--- src/design/open_address_hash_table_unit_macros.svh ---
// Assertion macros used by the hash table unit's controller.
`ifndef OPEN_ADDRESS_HASH_TABLE_UNIT_MACROS_SVH
`define OPEN_ADDRESS_HASH_TABLE_UNIT_MACROS_SVH

// The condition a holds and, in the same cycle, c holds too.
`define OAHT_ASSERT_IMP(lbl, a, c) \
  lbl: assert property (@(posedge clk) disable iff (!rst_n) (a) |-> (c)) \
    else $error("hash table unit assertion failed");

// The condition a holds and, in the next cycle, c holds.
`define OAHT_ASSERT_NXT(lbl, a, c) \
  lbl: assert property (@(posedge clk) disable iff (!rst_n) (a) |=> (c)) \
    else $error("hash table unit assertion failed");

`endif

--- src/design/oaht_pkg.sv ---
// Shared constants, codes and controller/datapath interface types.
package oaht_pkg;

  localparam int TABLE_SIZE_DEF = 1024;
  localparam int HASH_W = 32;
  localparam int KEY_W  = 64;
  localparam int VAL_W  = 64;
  localparam int MOD_W  = 11;
  localparam int CNT_W  = 11;
  localparam int FUNC_W = 3;

  localparam logic [MOD_W-1:0]  MOD_RESET     = 11'd1021;
  localparam logic [HASH_W-1:0] HASH_EMPTY    = 32'd0;
  localparam logic [HASH_W-1:0] HASH_TOMB     = 32'd1;
  localparam logic [HASH_W-1:0] MIN_REAL_HASH = 32'd2;

  localparam logic [FUNC_W-1:0] FN_INSERT = 3'd0;
  localparam logic [FUNC_W-1:0] FN_UPSERT = 3'd1;
  localparam logic [FUNC_W-1:0] FN_REMOVE = 3'd2;
  localparam logic [FUNC_W-1:0] FN_LOOKUP = 3'd3;
  localparam logic [FUNC_W-1:0] FN_CLEAR  = 3'd4;

  // Commands from the controller to the datapath.
  typedef struct packed {
    logic load;       // capture the incoming word
    logic clr_init;   // restart the clearing sweep and zero the live count
    logic clr_step;   // write one empty slot of the sweep
    logic div_start;  // start the remainder unit on the incoming hash
    logic first_set;  // load the first probe slot
    logic rd;         // read the slot at the probe index
    logic adv;        // move to the next probe slot
    logic wr_new;     // store a new entry, live count up
    logic wr_upd;     // overwrite key and value in place
    logic wr_tomb;    // leave a tombstone, live count down
    logic res_set;    // load the result registers
    logic res_ok;
    logic res_fv;     // take the found value from the slot just read
  } cmd_t;

  // Status from the datapath to the controller.
  typedef struct packed {
    logic div_done;
    logic mod_zero;
    logic in_key_zero;
    logic slot_empty;
    logic slot_tomb;
    logic slot_match;
    logic step_last;
    logic clr_last;
  } sts_t;

endpackage

--- src/design/oaht_ctrl.sv ---
// Controller state machine: sequences clearing, division, probing and result hand-off.
module oaht_ctrl import oaht_pkg::*; (
  input  logic              clk,
  input  logic              rst_n,
  input  logic              in_valid,
  input  logic [FUNC_W-1:0] in_func,
  output logic              in_stall,
  output logic              out_valid,
  input  logic              out_stall,
  input  sts_t              sts,
  output cmd_t              cmd
);

  `include "open_address_hash_table_unit_macros.svh"

  typedef enum logic [2:0] {S_IDLE, S_CLR, S_DIV, S_RD, S_CHK, S_OUT} state_t;

  state_t            state_r, state_nxt;
  logic              out_valid_r, out_valid_nxt;
  logic              clr_rep_r, clr_rep_nxt;
  logic [FUNC_W-1:0] func_r, func_nxt;
  logic              is_store;

  assign is_store = (func_r == FN_INSERT) || (func_r == FN_UPSERT);

  always_comb begin
    state_nxt     = state_r;
    out_valid_nxt = out_valid_r;
    clr_rep_nxt   = clr_rep_r;
    func_nxt      = func_r;
    cmd           = '0;
    case (state_r)
      S_IDLE: begin
        if (in_valid) begin
          cmd.load = 1'b1;
          func_nxt = in_func;
          if (in_func == FN_CLEAR) begin
            cmd.clr_init = 1'b1;
            clr_rep_nxt  = 1'b1;
            state_nxt    = S_CLR;
          end else if (in_func > FN_CLEAR || sts.in_key_zero) begin
            cmd.res_set   = 1'b1;
            out_valid_nxt = 1'b1;
            state_nxt     = S_OUT;
          end else begin
            cmd.div_start = 1'b1;
            state_nxt     = S_DIV;
          end
        end
      end
      S_CLR: begin
        cmd.clr_step = 1'b1;
        if (sts.clr_last) begin
          if (clr_rep_r) begin
            cmd.res_set   = 1'b1;
            cmd.res_ok    = 1'b1;
            out_valid_nxt = 1'b1;
            state_nxt     = S_OUT;
          end else begin
            state_nxt = S_IDLE;
          end
        end
      end
      S_DIV: begin
        if (sts.mod_zero || sts.div_done) begin
          cmd.first_set = 1'b1;
          state_nxt     = S_RD;
        end
      end
      S_RD: begin
        cmd.rd    = 1'b1;
        state_nxt = S_CHK;
      end
      S_CHK: begin
        state_nxt = S_OUT;
        if (is_store) begin
          if (sts.slot_empty || sts.slot_tomb) begin
            cmd.wr_new = 1'b1;
            cmd.res_ok = 1'b1;
          end else if (sts.slot_match) begin
            cmd.wr_upd = (func_r == FN_UPSERT);
            cmd.res_ok = (func_r == FN_UPSERT);
          end else if (!sts.step_last) begin
            cmd.adv   = 1'b1;
            state_nxt = S_RD;
          end
        end else begin
          if (sts.slot_empty) begin
            cmd.res_ok = 1'b0;
          end else if (sts.slot_match) begin
            cmd.wr_tomb = (func_r == FN_REMOVE);
            cmd.res_ok  = 1'b1;
            cmd.res_fv  = 1'b1;
          end else if (!sts.step_last) begin
            cmd.adv   = 1'b1;
            state_nxt = S_RD;
          end
        end
        if (state_nxt == S_OUT) begin
          cmd.res_set   = 1'b1;
          out_valid_nxt = 1'b1;
        end
      end
      S_OUT: begin
        if (!out_stall) begin
          out_valid_nxt = 1'b0;
          state_nxt     = S_IDLE;
        end
      end
      default: begin
        state_nxt = S_IDLE;
      end
    endcase
  end

  always_ff @(posedge clk) begin
    if (!rst_n) begin
      state_r     <= S_CLR;
      out_valid_r <= 1'b0;
      clr_rep_r   <= 1'b0;
      func_r      <= FN_INSERT;
    end else begin
      state_r     <= state_nxt;
      out_valid_r <= out_valid_nxt;
      clr_rep_r   <= clr_rep_nxt;
      func_r      <= func_nxt;
    end
  end

  assign in_stall  = (state_r != S_IDLE);
  assign out_valid = out_valid_r;

  `OAHT_ASSERT_IMP(a_busy_while_result, out_valid_r, in_stall)
  `OAHT_ASSERT_NXT(a_accept_leaves_idle, state_r == S_IDLE && in_valid, state_r != S_IDLE)
  `OAHT_ASSERT_NXT(a_taken_goes_idle, state_r == S_OUT && !out_stall, state_r == S_IDLE)
  `OAHT_ASSERT_IMP(a_one_write, cmd.wr_new || cmd.wr_upd || cmd.wr_tomb, state_r == S_CHK)

endmodule

--- config.mk ---
export PLATFORM = sky130hd
export DESIGN_NAME = oaht_ctrl
export DESIGN_NICKNAME = d
export VERILOG_FILES = /design/src/design/oaht_pkg.sv /design/src/design/oaht_ctrl.sv
export VERILOG_INCLUDE_DIRS = /design/src /design/src/design
export SDC_FILE = /design/constraint.sdc
export NUM_CORES = 1
export LEC_CHECK = 0
export BUFFER_PORTS_ARGS = -buffer_cell sky130_fd_sc_hd__buf_4
export CAP_MARGIN = 20
export CELL_PAD_IN_SITES_DETAIL_PLACEMENT = 1
export CELL_PAD_IN_SITES_GLOBAL_PLACEMENT = 2
export CORE_ASPECT_RATIO = 0.5
export CORE_MARGIN = 2
export CORE_UTILIZATION = 20
export DETAILED_ROUTE_END_ITERATION = 6
export PLACE_DENSITY_LB_ADDON = 0.15
export SYNTH_ARGS = -nofsm -noshare
export SYNTH_HDL_FRONTEND = slang
export SYNTH_SLANG_ARGS = --single-unit
--- constraint.sdc ---
create_clock -name clk -period 1.4 [get_ports clk]
set_input_delay 0 -clock clk [delete_from_list [all_inputs] [get_ports clk]]
set_output_delay 0 -clock clk [all_outputs]
set_load 0.1 [all_outputs]
# Word-level counts from Yosys, hierarchy flattened
# Cells that the tools add are included.
[classes]
multipliers = 0
n_mux = 61
n_lt_le_gt_ge = 1
bitwise = 0
div = 0
add_sub_neg = 0
eq_ne = 17
shift = 0
n_reduce_logical = 12
[ops]
columns = ["op", "n"]
rows = [
  ["two-way mux 3 bit", 13],
  ["two-way mux 1 bit", 37],
  ["case mux 3 bit (6 select lines)", 1],
  ["!= test 2 bit (second input constant)", 8],
  ["== test 3 bit (second input constant)", 4],
  ["two-way mux 2 bit", 6],
  ["== test 3 x 2 -> 1 bit (second input constant)", 3],
  ["AND reduction 8 bit", 1],
  ["== test 3 x 1 -> 1 bit (second input constant)", 2],
  ["zero test 3 bit", 2],
  ["logical OR 1 bit", 4],
  ["two-way mux 4 bit", 1],
  ["case mux 1 bit (4 select lines)", 1],
  ["AND reduction 4 bit", 1],
  ["nonzero test 4 bit", 1],
  ["greater-than comparator 3 bit (second input constant)", 1],
  ["case mux 1 bit (3 select lines)", 1],
  ["AND reduction 3 bit", 1],
  ["nonzero test 3 bit", 1],
  ["case mux 1 bit (2 select lines)", 1],
  ["AND reduction 2 bit", 1],
]
[word_totals]
mem_count = 0
word_cells = 95
out_inout_bits = 15
in_bits = 15
reg_bits = 8
romBits = 0
latchBits = 0
mem_bits_rw = 0

# Longest topological paths before layout
# Gate-level depths: netlist (run 1).
[logic_depth]
ltp_word = 8
ltp_mapped = 5
mapped_depth_nobuf = 5

# Worst setup path after synthesis (run 1)
# No wires, ideal clock.
[synth_path]
path_type = "reg2out"
startpoint = "register state_r[1]"
endpoint = "output port cmd[3] (netlist name)"
n_path_buf = 1
arrival_time_ns = 4.020
path_slack_ns = -2.620
t_required_ns = 1.400
path_stages_with_launch = 5
cell_sequence = "dfxtp_1 > clkbuf_1 > nor3_1 > nand3b_1 > nor4b_1"
[synth_rtl]
columns = ["element", "line", "text"]
rows = [
  ["start: declaration", "oaht_ctrl.sv:18", "state_t state_r, state_nxt;"],
  ["start signal: assignment", "oaht_ctrl.sv:123", "state_r <= state_nxt;"],
  ["end: declaration", "oaht_ctrl.sv:11", "output cmd_t cmd"],
]

==> flow_metrics.py, run 1 <==
metrics = {
    "outcome": {
        "outcome": "complete, but fails checks",
        "violations": "setup timing",
    },
    "sta": {
        "fin_crit_sh_pct": 113,
        "skew_ns": 0.00369,
        "rsz0062_at_grt": "yes",
        "finalSetupTns_ns": -1.21,
        "post-route-min-period_ns": 1.59,
        "finalWorstSetupSlack_ns": -0.188,
        "tightest_slew_ns": 0.360,
        "setup_viol": 11,
        "finalMaxSlewViolations": 0,
        "hold_viol": 0,
        "timing.fmax_mhz": 630,
        "relSlewSlack_pct": 75.8,
        "whs_ns": 0.0109,
    },
    "critical_path": {
        "crit_fanout": 3,
        "cp-start-kind": "register",
        "cp-end-kind": "output pin",
        "required_ns": 1.40,
        "critPathArrivalTime_ns": 1.59,
        "worstSetupPathType": "register to output pin",
    },
    "pwr": {
        "power_leakage_nw": 0.619,
        "p_per_area_mw_per_mm2": 808,
        "vdd_ir_drop_max_mv": 0.419,
    },
    "synth": {
        "synth.avg_cell_area_um2": 7.10,
        "ys.warnings.count": 0,
        "synth_top_flop_cell": "dfxtp_1",
        "ys_types": 37,
        "synth_commonest_cells": "nand2_1, nor2_1, dfxtp_1",
        "synth_most_common_cell": "nand2_1",
        "synthTopCellsByArea": "dfxtp_1, nand2_1, nor2_1",
        "async_flop_share_pct": 0,
        "synth_cells": 89,
        "ys_ff_latch": 8,
        "synth_top_cell_by_area": "dfxtp_1",
        "yosysSeqAreaShare_pct": 25.3,
        "synth_nets": 104,
        "syn-cell-area_um2": 632,
        "synth_edf_count": 0,
        "yosysTopAreaCellShare_pct": 25.3,
    },
    "global_routing": {
        "grt_max_degree": 9,
        "grt_usage_pct": 16.0,
        "grt_pass1_vias": 944,
        "grt_pass1_wl_um": 4510,
        "gr-total-overflow": 0,
        "grt_antenna_before_repair": 0,
    },
    "hold_path": {
        "worstHoldPathType": "input pin to register",
    },
    "placement": {
        "dp_cells": 178,
        "gp_congestion": 0.812,
        "placed_cell_area_mm2": 0.00119,
        "port_buffers": 29,
        "dp_hpwl_um": 2030,
    },
    "clock_network": {
        "cts_tree": "yes",
        "cts_inserted_buffers": 3,
        "clk_pin_slew_ns": 0.04,
        "cts_sinks": 8,
        "htree_num_levels": 1,
        "clockRootBuffer": "clkbuf_8",
        "ctsHoldBuffers": 0,
        "clk_path_buf_depth": 2,
        "clk_latency_ns": 0.24,
    },
    "final_layout": {
        "syn2layout_area_growth_pct": 150,
        "antenna_cells": 0,
        "finalInstanceArea_mm2": 0.00158,
        "fin_nets": 168,
        "drive_above_1_share_pct": 69.5,
        "fin_cells": 191,
        "utilization_pct": 52.4,
    },
    "floorplan": {
        "io-pin-count": 30,
        "design.core.area_mm2": 0.00301,
        "rows": 14,
        "dieArea_mm2": 0.00365,
        "dieHeight_um": 43.7,
        "start_util_pct": 21.0,
        "chipWidth_um": 83.5,
    },
    "routing": {
        "viasPerCell": 4.90,
        "wl_um": 2820,
        "vias": 936,
        "first_pass_iters": 4,
        "drc": 0,
        "ant_nets": 0,
        "drt_iter0_drc": 32,
        "wl_per_cell_um": 14.7,
    },
    "run": {
        "cap_violations": 0,
    },
}
[through the flow]
step	power, mW	setup WS, ns
4_1_cts	1.21	-0.191
3_3_place_gp	0.826	-0.148
5_1_grt	1.34	-0.235
2_1_floorplan	0.635	-0.548
3_5_place_dp	0.827	-0.139
6_report	1.27	-0.188
[sequential cells by signal, indices dropped and copies added (netlist names)]
register,flops
state_r,3
clr_rep_r,1
out_valid,1
func_r,3
[cell families after synthesis]
| kind of cell | share of synthesized area (%) |
|---|---|
| flops | 25.3 |
| simple gates | 40.8 |
| buf+inv | 3.76 |
| compound gates | 30.1 |
[worst max-delay path: stages, from the launching register on]
cell	delay [ns]
dfxtp_4	0.35
nor2_4	0.05
a2111oi_4	0.38
o22ai_2	0.13
or2_4	0.27
buf_8	0.17
[worst paths after layout]
kind,from,endpoint,slack [ns],depth (start not counted)
min,rst_n,state_r[0]$_SDFFE_PN1P_,0.01,2
max reg2reg,state_r[0]$_SDFFE_PN1P_,state_r[2]$_SDFFE_PN0P_,-0.10,6
max,func_r[2]$_SDFFE_PN0P_,cmd[2],-0.19,5
min reg2reg,func_r[0]$_SDFFE_PN0P_,func_r[0]$_SDFFE_PN0P_,0.54,2
[cell type report]
| type | instances | area, µm² |
|---|---|---|
| flip-flops and latches | 8 | 178 |
| repair buffers | 62 | 602 |
| multi-input cells | 75 | 692 |
| clock buffers | 3 | 41.3 |
| inverters | 3 | 15.0 |
| fillers | 346 | 1440 |
| well taps | 40 | 50.0 |
[power breakdown]
part	internal, mW	switching [mW]
Sequential	0.247	0.0274
Clock	0.187	0.102
Combinational	0.301	0.410
[metal layers]
metal | GRT usage, % | vias to the layer above | wire [µm]
met1 | 21.4 | 444 | 1390
met3 | 4.57 | 7 | 123
met4 | 1.94 | 0 | 25
met2 | 27.1 | 22 | 1280
met5 | 0 | - | 0
li1 | - | 463 | -
[layout by cell type, fill, tap and decap left out, types with 2 or more instances in the layout]
cell type / instances
o21ai_0: 3
nor2_1: 5
dfxtp_1: 2
buf_4: 44
buf_12: 7
buf_6: 9
nand2_1: 12
a21boi_0: 3
nor2_4: 7
dfxtp_4: 4
and3_1: 2
dfxtp_2: 2
nor3_4: 3
or2_4: 2
buf_8: 2
a21oi_1: 2
clkbuf_8: 3
nor4b_4: 2
[timing repair]
item | in CTS | in global routing
setup endpoints to repair | 13 | 18
resized for setup | 46 | 15
buffers inserted | 6 | 5
pin swaps | 7 | 16
Note: power is estimated with default switching activity, not from simulation.
==> run 2: changes to the inputs <==
Settings changed: CELL_PAD_IN_SITES_DETAIL_PLACEMENT 1 to unset, CELL_PAD_IN_SITES_GLOBAL_PLACEMENT 2 to unset, CORE_ASPECT_RATIO 0.5 to unset, CORE_UTILIZATION 20 to 40.
==> run 2 against run 1 <==
Compared with the run above: the run now fails in global routing; synthesized cell count is the same; synthesized area is the same.
==> flow_metrics.py, run 2 <==
metrics = {
    "outcome": {
        "outcome": "did not finish",
        "failing_step": "global routing",
        "error": "[ERROR DPL-0038] Utilization greater than 100%, impossible to legalize",
    },
    "synth": {
        "synth_commonest_cells": "nand2_1, nor2_1, dfxtp_1",
        "synth_top_cell_by_area": "dfxtp_1",
        "synth_top_flop_cell": "dfxtp_1",
        "synth_nets": 104,
        "synth_most_common_cell": "nand2_1",
        "ys.warnings.count": 0,
        "async_flop_share_pct": 0,
        "synthTopCellsByArea": "dfxtp_1, nand2_1, nor2_1",
        "synth_cells": 89,
        "synth.avg_cell_area_um2": 7.10,
        "yosysTopAreaCellShare_pct": 25.3,
        "synth_edf_count": 0,
        "ys_types": 37,
        "ys_ff_latch": 8,
        "yosysSeqAreaShare_pct": 25.3,
        "syn-cell-area_um2": 632,
    },
    "sta": {
        "endpoint_type": "top-level output",
        "crit_endpoint": "cmd[4]",
    },
    "placement": {
        "placed_cell_area_mm2": 0.00111,
        "dp_hpwl_um": 1620,
        "gp_congestion": 0.892,
        "port_buffers": 29,
    },
    "clock_network": {
        "cts_sinks": 8,
        "htree_num_levels": 1,
        "clk_path_buf_depth": 2,
        "clockRootBuffer": "clkbuf_4",
        "cts_inserted_buffers": 3,
    },
    "floorplan": {
        "rows": 14,
        "start_util_pct": 42.4,
        "io-pin-count": 30,
        "chipWidth_um": 43.7,
        "dieHeight_um": 43.7,
    },
    "global_routing": {
        "grt_max_degree": 11,
    },
}
[run 2: cell counts after synthesis]
Identical to the previous run, type by type.
[run 2: kinds of logic after synthesis]
| kind of cell | count (synthesis) | synth area share, % |
|---|---|---|
| flip-flops | 8 | 25.3 |
| AND/OR/NAND/NOR | 50 | 40.8 |
| buffers and inverters | 6 | 3.76 |
| AO/OA/AOI/OAI | 25 | 30.1 |
[run 2: timing repair]
| item | 4_1_cts |
|---|---|
| endpoints found under the hold margin | 1 |
| hold buffers | 1 |
| gates resized for setup | 36 |
| buffers inserted | 6 |
| pin swaps | 6 |
| setup endpoints to repair | 9 |
[run 2: through the flow]
stage                     setup slack [ns]  TNS (ns)  util, %  cells
after floorplan                     -0.548     -2.19        -     89
after global placement             -0.0258   -0.0274     74.9    148
after detailed placement           -0.0618   -0.0886     74.9    148
after CTS                           -0.198     -1.06     90.3    158
==> run 3: changes to the inputs <==
Settings changed: CORE_AREA set to 2 2 63 65, CORE_MARGIN 2 to unset, CORE_UTILIZATION 40 to unset, DIE_AREA set to 0 0 65 67.
Clock period 1.4 ns to 1.8 ns, I/O delays scaled along.
==> run 3 against run 2 <==
Compared with the run above: the flow now finishes without violations.
==> flow_metrics.py, run 3 (synthesis gave the netlist of run 1 again) <==
metrics = {
    "final_layout": {
        "finalInstanceArea_mm2": 0.00110,
        "layout_common_cells": "buf_4, nand2_1, nor2_1",
        "top_regs": "func_r x3, state_r x3",
        "layout_commonest_cell": "buf_4",
        "antenna_cells": 0,
        "num-fill-cells": 409,
        "drive_above_1_share_pct": 47.6,
        "syn2layout_area_growth_pct": 74.9,
        "fin_nets": 141,
    },
    "floorplan": {
        "io-pin-count": 30,
        "dieArea_mm2": 0.00436,
        "design.core.area_mm2": 0.00361,
        "dieHeight_um": 67,
        "start_util_pct": 17.5,
        "chipWidth_um": 65,
        "rows": 22,
    },
    "routing": {
        "wl_per_cell_um": 12.4,
        "vias": 790,
        "drc": 0,
        "drt_iter0_drc": 40,
        "first_pass_iters": 4,
        "wl_um": 2130,
        "viasPerCell": 4.59,
        "ant_nets": 0,
    },
    "global_routing": {
        "gr-total-overflow": 0,
        "grt_max_degree": 16,
        "grt_pass1_wl_um": 3540,
        "grt_usage_pct": 10.7,
        "grt_pass1_vias": 752,
        "grt_antenna_before_repair": 0,
    },
    "placement": {
        "port_buffers": 29,
        "dp_hpwl_um": 1740,
        "placed_cell_area_mm2": 0.00102,
        "gp_congestion": 0.763,
    },
    "pwr": {
        "swShare_pct": 42.8,
        "power.share.sequential_pct": 27.6,
        "p_per_area_mw_per_mm2": 714,
        "clkPwrFrac_pct": 26.4,
        "power_leakage_nw": 0.434,
        "power_frac_comb_pct": 46.0,
        "netSwitchingPower_mw": 0.337,
        "p_int_mw": 0.452,
        "vdd_ir_drop_max_mv": 0.199,
        "finalPower_mw": 0.789,
    },
    "outcome": {
        "outcome": "complete, no violations",
    },
    "clock_network": {
        "cts_sinks": 8,
        "post_cts_buffers": 0,
        "clockRootBuffer": "clkbuf_8",
        "clk_pin_slew_ns": 0.04,
        "cts_inserted_buffers": 3,
        "cts_tree": "yes",
        "clk_latency_ns": 0.22,
        "htree_num_levels": 1,
        "clk_path_buf_depth": 2,
    },
    "critical_path": {
        "cp-end-kind": "output pin",
        "max_stage_delay_ns": 0.37,
        "crit_path_top_delay_cell": "dfxtp_2",
        "crit_buf_inv": 1,
        "critPathArrivalTime_ns": 1.73,
        "cp-start-kind": "register",
        "worstPathCellList": "nor2_4 -> a2111oi_4 -> o22ai_1 -> or2_2 -> buf_4",
        "worstSetupPathType": "register to output pin",
        "path_delay_family": "compound AO/OA/AOI/OAI gates",
        "crit_fanout": 6,
        "required_ns": 1.80,
    },
    "sta": {
        "finalMaxSlewViolations": 0,
        "whs_ns": 0.0258,
        "hold_viol": 0,
        "post-route-min-period_ns": 1.73,
        "rsz0062_at_grt": "no",
        "relSlewSlack_pct": 70.2,
        "setup_viol": 0,
        "tightest_slew_ns": 0.441,
        "timing.fmax_mhz": 579,
        "skew_ns": 0.00120,
        "fin_crit_sh_pct": 95.9,
    },
    "run": {
        "cap_violations": 0,
    },
    "hold_path": {
        "worstHoldPathType": "input pin to register",
    },
}
-- run 3: cell type report --
type	count	area, µm²	area share [%]
Clock buffer	3	41.3	3.74
Inverter	3	11.3	1.02
Multi-Input combinational cell	75	551	49.8
Sequential cell	8	168	15.2
Tap cell	48	60.1	5.44
Timing Repair Buffer	35	274	24.8
-- run 3: worst paths after layout --
kind | startpoint | end | slack, ns | cells past startpoint
max | func_r[1]$_SDFFE_PN0P_ | cmd[2] | 0.07 | 5
min | rst_n | state_r[0]$_SDFFE_PN1P_ | 0.03 | 2
max reg2reg | state_r[0]$_SDFFE_PN1P_ | state_r[2]$_SDFFE_PN0P_ | 0.28 | 4
min reg2reg | func_r[1]$_SDFFE_PN0P_ | func_r[1]$_SDFFE_PN0P_ | 0.51 | 2
-- run 3: through the flow --
| step | setup TNS [ns] | cells | util (%) | setup WS [ns] |
|---|---|---|---|---|
| 6_report | 0 | 172 | 30.6 | 0.0736 |
| 5_1_grt | 0 | 172 | 30.6 | 0.000805 |
| 4_1_cts | 0 | 172 | 30.3 | 0.0235 |
| 3_5_place_dp | 0 | 169 | 28.3 | 0.115 |
| 3_3_place_gp | 0 | 169 | 28.3 | 0.142 |
| 2_1_floorplan | -0.507 | 89 | - | -0.312 |
-- run 3: power groups by stage --
stage / logic [mW] / clock network, mW / registers [mW]
2_1_floorplan: 0.237 / 0 / 0.237
3_3_place_gp: 0.361 / 0 / 0.218
3_5_place_dp: 0.358 / 0 / 0.219
4_1_cts: 0.363 / 0.216 / 0.218
5_1_grt: 0.385 / 0.227 / 0.221
6_report: 0.363 / 0.208 / 0.218
-- run 3: repair_timing --
action                     4_1_cts  5_1_grt
hold buffers                     0        0
setup endpoints to repair        4        5
gates resized for setup          7        4
gates cloned                     0        0
hold endpoints to repair         0        0
-- run 3: metal layers --
layer / track usage (%) / share of wire [%]
met1: 13.6 / 46
met2: 16.9 / 46
met3: 2.36 / 6.8
met4: 5.59 / 1.6
met5: 0 / 0
